===== src/morse_character_encoder_assert.svh =====
// Assertion macros shared by the Morse encoder RTL.
`ifndef MORSE_CHARACTER_ENCODER_ASSERT_SVH
`define MORSE_CHARACTER_ENCODER_ASSERT_SVH

`ifndef ASSERT_OFF

// Concurrent assertion on an explicit clock and active-low reset.
`define MCE_ASSERT_CLK(label, clk, rst_n, prop, msg) \
  label: assert property (@(posedge clk) disable iff (!rst_n) prop) else $error(msg);

// Concurrent assertion on the block clock and reset.
`define MCE_ASSERT(label, prop, msg) \
  `MCE_ASSERT_CLK(label, clk_i, rst_ni, prop, msg)

`else

`define MCE_ASSERT_CLK(label, clk, rst_n, prop, msg)
`define MCE_ASSERT(label, prop, msg)

`endif

`endif


===== src/mce_pkg.sv =====
// Types, constants and the character code table of the Morse encoder.
package mce_pkg;

  localparam int unsigned CharW   = 8;
  localparam int unsigned MarkMax = 6;
  localparam int unsigned CntW    = 3;
  localparam int unsigned OnW     = 2;
  localparam int unsigned OffW    = 3;
  localparam int unsigned InTdataW  = 8;
  localparam int unsigned OutTdataW = 8;

  localparam logic [CharW-1:0] ChUpperA = 8'h41;
  localparam logic [CharW-1:0] ChUpperZ = 8'h5A;
  localparam logic [CharW-1:0] ChSpace  = 8'h20;
  localparam logic [CharW-1:0] CaseBit  = 8'h20;

  typedef enum logic [1:0] {
    KIND_DIT  = 2'd0,
    KIND_DAH  = 2'd1,
    KIND_CGAP = 2'd2,
    KIND_WGAP = 2'd3
  } elem_kind_e;

  // Marks of one character: first mark in the top bit, 1 is a dah.
  typedef struct packed {
    logic [CntW-1:0]    len;
    logic [MarkMax-1:0] marks;
  } code_t;

  // Key-down units of an element.
  function automatic logic [OnW-1:0] key_on_of(elem_kind_e kind);
    logic [OnW-1:0] on;
    unique case (kind)
      KIND_DIT: on = 2'd1;
      KIND_DAH: on = 2'd3;
      default:  on = 2'd0;
    endcase
    return on;
  endfunction

  // Key-up units after an element.
  function automatic logic [OffW-1:0] key_off_of(elem_kind_e kind);
    logic [OffW-1:0] off;
    unique case (kind)
      KIND_CGAP: off = 3'd2;
      KIND_WGAP: off = 3'd6;
      default:   off = 3'd1;
    endcase
    return off;
  endfunction

  // Code table lookup on a lower-case character; unknown bytes give no marks.
  function automatic code_t code_of(logic [CharW-1:0] c);
    code_t code;
    unique case (c)
      8'h61: code = '{3'd2, 6'b010000}; // a
      8'h62: code = '{3'd4, 6'b100000}; // b
      8'h63: code = '{3'd4, 6'b101000}; // c
      8'h64: code = '{3'd3, 6'b100000}; // d
      8'h65: code = '{3'd1, 6'b000000}; // e
      8'h66: code = '{3'd4, 6'b001000}; // f
      8'h67: code = '{3'd3, 6'b110000}; // g
      8'h68: code = '{3'd4, 6'b000000}; // h
      8'h69: code = '{3'd2, 6'b000000}; // i
      8'h6A: code = '{3'd4, 6'b011100}; // j
      8'h6B: code = '{3'd3, 6'b101000}; // k
      8'h6C: code = '{3'd4, 6'b010000}; // l
      8'h6D: code = '{3'd2, 6'b110000}; // m
      8'h6E: code = '{3'd2, 6'b100000}; // n
      8'h6F: code = '{3'd3, 6'b111000}; // o
      8'h70: code = '{3'd4, 6'b011000}; // p
      8'h71: code = '{3'd4, 6'b110100}; // q
      8'h72: code = '{3'd3, 6'b010000}; // r
      8'h73: code = '{3'd3, 6'b000000}; // s
      8'h74: code = '{3'd1, 6'b100000}; // t
      8'h75: code = '{3'd3, 6'b001000}; // u
      8'h76: code = '{3'd4, 6'b000100}; // v
      8'h77: code = '{3'd3, 6'b011000}; // w
      8'h78: code = '{3'd4, 6'b100100}; // x
      8'h79: code = '{3'd4, 6'b101100}; // y
      8'h7A: code = '{3'd4, 6'b110000}; // z
      8'h30: code = '{3'd5, 6'b111110}; // 0
      8'h31: code = '{3'd5, 6'b011110}; // 1
      8'h32: code = '{3'd5, 6'b001110}; // 2
      8'h33: code = '{3'd5, 6'b000110}; // 3
      8'h34: code = '{3'd5, 6'b000010}; // 4
      8'h35: code = '{3'd5, 6'b000000}; // 5
      8'h36: code = '{3'd5, 6'b100000}; // 6
      8'h37: code = '{3'd5, 6'b110000}; // 7
      8'h38: code = '{3'd5, 6'b111000}; // 8
      8'h39: code = '{3'd5, 6'b111100}; // 9
      8'h2C: code = '{3'd6, 6'b110011}; // comma
      8'h2E: code = '{3'd6, 6'b010101}; // period
      8'h3F: code = '{3'd6, 6'b001100}; // question mark
      8'h21: code = '{3'd5, 6'b001100}; // exclamation mark
      8'h22: code = '{3'd6, 6'b010010}; // double quote
      8'h27: code = '{3'd6, 6'b011110}; // apostrophe
      8'h2D: code = '{3'd6, 6'b100001}; // hyphen
      default: code = '{3'd0, 6'b000000};
    endcase
    return code;
  endfunction

endpackage


===== src/morse_character_encoder.sv =====
// Morse character encoder: turns character bytes into a stream of keying elements.
//
// Each request on the slave side is one ASCII byte; the master side returns its
// run of keying elements (an optional character or word gap, then up to six dits
// and dahs), one element per beat, with tlast on the final element of the run.
// The run register sends one element per cycle while the output register can
// take it; a character yields at most seven elements, and the next byte is
// taken in the cycle the last element of the previous run moves to the output
// register. A byte that yields no elements (a space at word start, an unknown
// byte at word start) produces no beat. Each element passes through the run
// register and then the output register.
module morse_character_encoder (
  input  logic                             clk_i,
  input  logic                             rst_ni,
  input  logic                             s_axis_tvalid,
  output logic                             s_axis_tready,
  // [7:0] char_code
  input  logic [mce_pkg::InTdataW-1:0]     s_axis_tdata,
  output logic                             m_axis_tvalid,
  input  logic                             m_axis_tready,
  // [1:0] element_kind, [3:2] key_on_units, [6:4] key_off_units, [7] zero
  output logic [mce_pkg::OutTdataW-1:0]    m_axis_tdata,
  // last_of_run
  output logic                             m_axis_tlast
);
  import mce_pkg::*;

  `include "morse_character_encoder_assert.svh"

  // Word-start flag and the pending run.
  logic               word_start_q, word_start_d;
  logic [CntW-1:0]    cnt_q, cnt_d;
  logic               sep_q, sep_d;
  logic               sep_wgap_q, sep_wgap_d;
  logic [MarkMax-1:0] marks_q, marks_d;

  // Output register.
  logic               out_valid_q, out_valid_d;
  elem_kind_e         out_kind_q, out_kind_d;
  logic               out_last_q, out_last_d;

  logic               emit;
  logic               accept;
  elem_kind_e         emit_kind;
  logic [CharW-1:0]   char_fold;
  code_t              code;
  logic               new_sep;
  logic               new_wgap;

  // Element leaves the run register when the output register is free.
  assign emit   = (cnt_q != '0) && (!out_valid_q || m_axis_tready);
  assign accept = s_axis_tvalid && s_axis_tready;
  assign s_axis_tready = (cnt_q == '0) || ((cnt_q == CntW'(1)) && emit);

  // Fold upper case and look up the code.
  always_comb begin
    char_fold = s_axis_tdata;
    if ((s_axis_tdata >= ChUpperA) && (s_axis_tdata <= ChUpperZ)) begin
      char_fold = s_axis_tdata | CaseBit;
    end
    code     = code_of(char_fold);
    new_sep  = !word_start_q;
    new_wgap = (char_fold == ChSpace);
  end

  // Kind of the element at the head of the run.
  always_comb begin
    if (sep_q) begin
      emit_kind = sep_wgap_q ? KIND_WGAP : KIND_CGAP;
    end else begin
      emit_kind = marks_q[MarkMax-1] ? KIND_DAH : KIND_DIT;
    end
  end

  // Run register and word-start update.
  always_comb begin
    word_start_d = word_start_q;
    cnt_d        = cnt_q;
    sep_d        = sep_q;
    sep_wgap_d   = sep_wgap_q;
    marks_d      = marks_q;
    if (emit) begin
      cnt_d = cnt_q - CntW'(1);
      if (sep_q) begin
        sep_d = 1'b0;
      end else begin
        marks_d = {marks_q[MarkMax-2:0], 1'b0};
      end
    end
    if (accept) begin
      word_start_d = word_start_q ? 1'b0 : new_wgap;
      sep_d        = new_sep;
      sep_wgap_d   = new_wgap;
      marks_d      = code.marks;
      cnt_d        = code.len + CntW'(new_sep);
    end
  end

  // Output register update.
  always_comb begin
    out_valid_d = out_valid_q;
    out_kind_d  = out_kind_q;
    out_last_d  = out_last_q;
    if (emit) begin
      out_valid_d = 1'b1;
      out_kind_d  = emit_kind;
      out_last_d  = (cnt_q == CntW'(1));
    end else if (m_axis_tready) begin
      out_valid_d = 1'b0;
    end
  end

  // Control registers.
  always_ff @(posedge clk_i or negedge rst_ni) begin
    if (!rst_ni) begin
      word_start_q <= 1'b1;
      cnt_q        <= '0;
      sep_q        <= 1'b0;
      out_valid_q  <= 1'b0;
    end else begin
      word_start_q <= word_start_d;
      cnt_q        <= cnt_d;
      sep_q        <= sep_d;
      out_valid_q  <= out_valid_d;
    end
  end

  // Payload registers.
  always_ff @(posedge clk_i) begin
    sep_wgap_q <= sep_wgap_d;
    marks_q    <= marks_d;
    out_kind_q <= out_kind_d;
    out_last_q <= out_last_d;
  end

  // Output beat.
  assign m_axis_tvalid = out_valid_q;
  assign m_axis_tlast  = out_last_q;
  assign m_axis_tdata  = {1'b0, key_off_of(out_kind_q), key_on_of(out_kind_q), out_kind_q};

  // A word gap always closes its run.
  `MCE_ASSERT(a_wgap_last,
              (m_axis_tvalid && (out_kind_q == KIND_WGAP)) |-> m_axis_tlast,
              "word gap not last of run")
  // An unfinished run at the output still has elements waiting behind it.
  `MCE_ASSERT(a_run_continues,
              (m_axis_tvalid && !m_axis_tlast) |-> (cnt_q != '0),
              "run lost elements")
  // A pending separator is always counted in the run.
  `MCE_ASSERT(a_sep_counted,
              sep_q |-> (cnt_q != '0),
              "separator pending with empty run")

endmodule


===== config.mk =====
export PLATFORM = sky130hd
export DESIGN_NAME = morse_character_encoder
export DESIGN_NICKNAME = d
export VERILOG_FILES = /design/src/mce_pkg.sv /design/src/morse_character_encoder.sv
export VERILOG_INCLUDE_DIRS = /design/src /design/src/src
export SDC_FILE = /design/constraint.sdc
export NUM_CORES = 1
export LEC_CHECK = 0
export ABC_CLOCK_PERIOD_IN_PS = 1800
export BUFFER_PORTS_ARGS = -buffer_cell sky130_fd_sc_hd__buf_2
export CORE_UTILIZATION = 44
export DETAILED_ROUTE_END_ITERATION = 8
export PLACE_DENSITY_LB_ADDON = 0.2
export SYNTH_ARGS = -nofsm -noshare
export SYNTH_HDL_FRONTEND = slang
export SYNTH_SLANG_ARGS = --single-unit

===== constraint.sdc =====
create_clock -name clk_i -period 1.8 [get_ports clk_i]
set_input_delay 0.09 -clock clk_i [delete_from_list [all_inputs] [get_ports clk_i]]
set_output_delay 0.09 -clock clk_i [all_outputs]
set_load 0.01 [all_outputs]

# After elaboration in Yosys (flattened, before gate mapping)
# Memory sizes are Yosys's and may differ from the RTL's.
# Index checks and enable logic that the tools add are counted.
[totals] regBits=16 mem_bits_ro=1152 inputBits=12 output_inout_bits=11 elab_cells=50 memories=1
[classes] addsub=2 order_cmp=2 n_eq_ne=6 mux=17 n_reduce_logical=14
[memory_table] name="(no name shown)" words=128 word_bits=9 rd=1 rd_ports_with_merged_regs=0 wr=0 line="mce_pkg.sv:55" source="unique case (c)"
[ops] op="$mux 6" n=4
[ops] op="$mux 9" n=1
[ops] op="$eq 8x6->1 const B" n=1
[ops] op="$ge 8x7->1 const B" n=1
[ops] op="$le 8x7->1 const B" n=1
[ops] op="$mux 1" n=7
[ops] op="$mux 3" n=2
[ops] op="$pmux 3 s2" n=1
[ops] op="$eq 2x2->1 const B" n=2
[ops] op="$logic_and 1x1->1" n=4
[ops] op="$pmux 2 s2" n=1
[ops] op="$reduce_bool 2->1" n=2
[ops] op="$add 3x1->3" n=1
[ops] op="$eq 3x1->1 const B" n=1
[ops] op="$logic_not 3->1" n=1
[ops] op="$reduce_bool 3->1" n=1
[ops] op="$sub 3x1->3 const B" n=1
[ops] op="$eq 2x1->1 const B" n=1
[ops] op="$logic_not 1->1" n=2
[ops] op="$logic_not 2->1" n=1
[ops] op="$logic_or 1x1->1" n=2
[ops] op="$mux 2" n=1
[ops] op="$ne 2x1->1 const B" n=1
[ops] op="$reduce_and 2->1" n=1

# Logic depth before layout (Yosys ltp)
[depth] ltp_word=8 depth_mapped=11 mapped_depth_nobuf=11

# Worst setup path before layout
# OpenSTA, ideal clock, no wires.
[synth_timing] path_type="register to register" from="register cnt_q[0]" to="register marks_q[0] (enable)" setup_ps=377 arrival_ps=1501 t_required_ps=1423 slack_ps=-78 path_stages_with_launch=8 path_buffers=1 period_less_slack_ps=1878 path_cell_list="dfrtp_1 inv_1 ha_1 a21oi_1 nor2_1 nand2_1 clkbuf_1 o21ai_0"
[synth_via] elab_chain_len=7 elab_cells_between_ends=10 cone_classes="eq/ne (2); reduce/logical (8)"
[synth_rtl] item="start: declaration" line="morse_character_encoder.sv:32" source="logic [CntW-1:0] cnt_q, cnt_d;"
[synth_rtl] item="start signal: assignment" line="morse_character_encoder.sv:122" source="cnt_q <= cnt_d;"
[synth_rtl] item="$reduce_bool 3->1" line="morse_character_encoder.sv:51" source="assign emit = (cnt_q != '0) && (!out_valid_q || m_axis_tready);"
[synth_rtl] item="$logic_and 1x1->1" line="morse_character_encoder.sv:51"
[synth_rtl] item="$logic_and 1x1->1" line="morse_character_encoder.sv:53" source="assign s_axis_tready = (cnt_q == '0) || ((cnt_q == CntW'(1)) && emit);"
[synth_rtl] item="$logic_or 1x1->1 *" line="morse_character_encoder.sv:53"
[synth_rtl] item="named net s_axis_tready" line="morse_character_encoder.sv:16" source="output logic s_axis_tready,"
[synth_rtl] item="$logic_and 1x1->1 *" line="morse_character_encoder.sv:52" source="assign accept = s_axis_tvalid && s_axis_tready;"
[synth_rtl] item="$ne 2x1->1 (no line) or $reduce_bool 2->1 (tied branches)"
[synth_rtl] item="$reduce_and 2->1 (no line) *"
[synth_rtl] item="end signal: assignment" line="morse_character_encoder.sv:131" source="marks_q <= marks_d;"
[synth_rtl] item="end: declaration" line="morse_character_encoder.sv:35" source="logic [MarkMax-1:0] marks_q, marks_d;"
# The timed path passes the listed nets; every way through them passes the cells marked *.
# A chain may end at the register's enable or synchronous reset.

# Worst setup path in the final report
[layout_timing] from="input port s_axis_tdata[1] in the netlist's numbering" to="register cnt_q[2]"
[layout_via] elab_chain_len=7 elab_cells_between_ends=8 cone_classes="add/sub (1); order compare (2); mux (3); reduce/logical (1); memory (1)"
[layout_rtl] item="start: declaration" line="morse_character_encoder.sv:18" source="input logic [mce_pkg::InTdataW-1:0] s_axis_tdata,"
[layout_rtl] item="$ge 8x7->1 or $le 8x7->1 (tied branches)" line="morse_character_encoder.sv:58" source="if ((s_axis_tdata >= ChUpperA) && (s_axis_tdata <= ChUpperZ)) begin"
[layout_rtl] item="$logic_and 1x1->1" line="morse_character_encoder.sv:58"
[layout_rtl] item="$mux 6 *" line="morse_character_encoder.sv:58"
[layout_rtl] item="$mem_v2 128x9 *"
[layout_rtl] item="$mux 9 *" line="mce_pkg.sv:55"
[layout_rtl] item="$add 3x1->3 *" line="morse_character_encoder.sv:95" source="cnt_d = code.len + CntW'(new_sep);"
[layout_rtl] item="$mux 3 *" line="morse_character_encoder.sv:90" source="if (accept) begin"
# Mark *: on every way between the ends. The rest lies on a longest branch, timed or not.

==> flow_summary.json <==
{
  "final-setup-viol-count": 0,
  "timing.critical_path.required_ps": 1990,
  "timing.critical_path.to_type": "flip-flop",
  "crit_type": "primary input to flip-flop",
  "main_area_contributors_after_synthesis": "sky130_fd_sc_hd__edfxtp_1 (19%), sky130_fd_sc_hd__ha_1 (9.6%), sky130_fd_sc_hd__dfrtp_1 (8.0%)",
  "p_seq_frac": 0.362,
  "detailedPlace.worstSlack_ps": -248.9,
  "drt_wl_total_um": 4335,
  "drt_first_pass_iters": 4,
  "synth_compound_area_frac": 0.3133,
  "yosys.area_share.simple": 0.1743,
  "clock_sinks": 16,
  "cts.clk_slew.worst_paths_ps": 100,
  "portBuffers": 21,
  "min_cycle_time_layout_ps": 1727,
  "comb_power_share": 0.511,
  "detail_route.vias_per_cell": 5.474,
  "period_share": 0.9595,
  "vdd.ir_drop.worst_uv": 677.9,
  "cp_data_arrival_time_ps": 1910,
  "powerDensity_mw_per_mm2": 887.0,
  "synth.largest_area_cell": "sky130_fd_sc_hd__edfxtp_1",
  "clockRootBuffer": "sky130_fd_sc_hd__clkbuf_4",
  "start_util": 0.4654,
  "reported_net_switching_power_mw": 0.7334,
  "postSynth.asyncResetShare": 0.3750,
  "number_of_different_library_cells_in_the_post_synthesis_netlist": 47,
  "power.share.clock": 0.126,
  "global_route.usage.total": 0.2519,
  "number_of_global_route_vias_before_repair": 1550,
  "final_hold_violation_count": 0,
  "final_net_count": 281,
  "synth.area.mux_share": 0.02158,
  "die_area_mm2": 0.003800,
  "grt_start_max_net_pins": 14,
  "antenna_cells_inserted": 0,
  "mappedNetlistArea_mm2": 0.001565,
  "count_of_flip_flops_with_a_built_in_enable_after_synthesis": 10,
  "postRouteAntennaNets": 0,
  "sort_of_element_at_the_start_of_the_critical_path": "primary input",
  "post-synth-top-area-fraction": 0.1918,
  "grt_antenna_before_repair": 0,
  "timing.final.max_slew_violations": 0,
  "adder_cell_area_share_of_the_yosys_netlist": 0.09592,
  "avgRoutedWirePerCell_um": 14.35,
  "seq_total_area_yosys": 0.2886,
  "cts.htree.levels": 1,
  "die_width_um": 61.65,
  "ctsLongestPathBuffers": 2,
  "power_switching_share": 0.3844,
  "largest_family_of_logic_cells_by_synthesized_area": "compound AO/OA/AOI/OAI gates",
  "status": "complete, no violations",
  "ys_warn_count": 0,
  "ios": 23,
  "global_route_wire_length_before_repair_um": 6975,
  "place.detailed.hpwl_um": 3478,
  "flow.area_growth_from_synthesis_pct": 37.41,
  "worstSkewPairLatency_ps": 290,
  "dieHeight_um": 61.65,
  "fin_hold_ws_ps": 81.61,
  "cts_tree": "yes",
  "post-layout-total-power_mw": 1.908,
  "maxCapViolCount": 0,
  "grt.overflow.total": 0,
  "avgSynthCellArea_um2": 7.945,
  "floorplan.core_area_mm2": 0.003363,
  "min_path_type": "primary input to flip-flop",
  "timing.fmax_ghz": 0.5790,
  "setup_ws_ps": 72.89,
  "numCtsBuffers": 3,
  "post_synth_inst_count": 197,
  "layout-drive-gt1-share": 0.3633,
  "synthFlopType": "sky130_fd_sc_hd__edfxtp_1",
  "static-leakage-power_nw": 0.9367,
  "post_synth_xor_xnor_area": 0.01679,
  "post_route_skew_ps": 6.676,
  "ys_ff_latch": 16,
  "placementRows": 21,
  "initialDrtViolationCount": 53,
  "critical_path.max_fanout": 5,
  "syn_nets": 221,
  "drc_errors": 0,
  "vias": 1653,
  "globalplace.congestion": 1.015,
  "internal_power_mw": 1.174
}
[logic make-up after synthesis]
logic type / Yosys count
AOI/OAI and AO/OA: 74
xor gates and xnor gates: 3
adders and majority gates: 12
buffers and inverters: 31
DFF: 16
muxes: 2
other: 1
and+or+nand+nor: 58
[flip-flops by register name (all words and copies together) (netlist names)]
| register | flops |
|---|---|
| marks_q | 6 |
| cnt_q | 3 |
| out_kind_q | 2 |
| m_axis_tlast | 1 |
| m_axis_tvalid | 1 |
| sep_q | 1 |
| sep_wgap_q | 1 |
| word_start_q | 1 |
[power by group through the flow]
stage	clock network [mW]	logic [mW]	registers (mW)
3_5_place_dp	0	0.896	0.702
5_1_grt	0.262	1.10	0.716
3_3_place_gp	0	0.881	0.690
2_1_floorplan	0	0.561	0.697
6_report	0.241	0.975	0.691
4_1_cts	0.244	0.901	0.694
[path summary, 6_finish.rpt]
check,startpoint,end,slack (ps),depth (start not counted)
max in group asynchronous,rst_ni,word_start_q,1420,2
min in group asynchronous,rst_ni,cnt_q[2],150,2
worst min-delay path,m_axis_tready,m_axis_tvalid,80,3
worst max-delay path,s_axis_tdata[1],cnt_q[2],70,11
worst min register to register,marks_q[0],marks_q[1],540,2
worst max register to register,cnt_q[0],marks_q[3],140,8
[cells in the final DEF, fill, tap and decap left out, types with 6 or more instances in the layout]
cell / instances
sky130_fd_sc_hd__inv_1: 12
sky130_fd_sc_hd__buf_2: 21
sky130_fd_sc_hd__buf_4: 48
sky130_fd_sc_hd__ha_1: 7
sky130_fd_sc_hd__a21oi_1: 21
sky130_fd_sc_hd__a31oi_1: 6
sky130_fd_sc_hd__nand2_1: 17
sky130_fd_sc_hd__nand2b_1: 6
sky130_fd_sc_hd__edfxtp_1: 10
sky130_fd_sc_hd__nor2_1: 16
sky130_fd_sc_hd__o21ai_0: 12
[critical path, stage by stage]
cell and delay (ps):
sky130_fd_sc_hd__buf_2 130, sky130_fd_sc_hd__inv_1 100, sky130_fd_sc_hd__ha_2 210, sky130_fd_sc_hd__nand2_1 90, sky130_fd_sc_hd__o21ai_0 270, sky130_fd_sc_hd__a21oi_1 140
sky130_fd_sc_hd__a2111oi_2 310, sky130_fd_sc_hd__ha_2 220, sky130_fd_sc_hd__ha_1 150, sky130_fd_sc_hd__xnor2_1 120, sky130_fd_sc_hd__a21oi_1 80
[metal layers]
layer  vias to the layer above  routed length [µm]  GRT usage  part of all wire
li1                        837                   -          -                 -
met1                       763                2011     0.3368              0.46
met2                        42                2077     0.4101              0.48
met3                        11                 120    0.02101             0.028
met4                         0                 125     0.1206             0.029
met5                         -                   0          0                 0
[final cells by class]
type | count | area (µm²)
Clock buffer | 4 | 36.28
Multi-Input combinational cell | 150 | 1062
Fill cell | 318 | 1212
Inverter | 15 | 56.30
Tap cell | 46 | 57.56
Timing Repair Buffer | 71 | 486.7
Sequential cell | 16 | 451.7
[per-stage QoR]
stage	area [µm²]	instances	utilization	setup TNS [ps]
2_1_floorplan	1588	197	-	0
3_3_place_gp	2023	295	0.6016	-663.5
3_5_place_dp	2023	295	0.6016	-808.6
4_1_cts	2069	300	0.6153	0
5_1_grt	2151	302	0.6395	-66.65
6_report	2151	302	0.6395	0
[synthesized netlist by cell type, drive strengths merged (4+ instances only)]
cell type  number
nand2          18
nand2b          6
buf            10
a31oi           6
clkbuf          6
o31ai           5
dfrtp           5
nor2           16
a21oi          21
a211oi          4
edfxtp         10
o21ai          15
nand3           5
ha             12
inv            14
[repair_timing]
item                       CTS  global route
hold buffers                 1             0
hold endpoints to repair     6             0
setup buffers                0             2
resized for setup            0            18
setup endpoints to repair    0             6
Note: power is estimated with default switching activity, not from simulation.
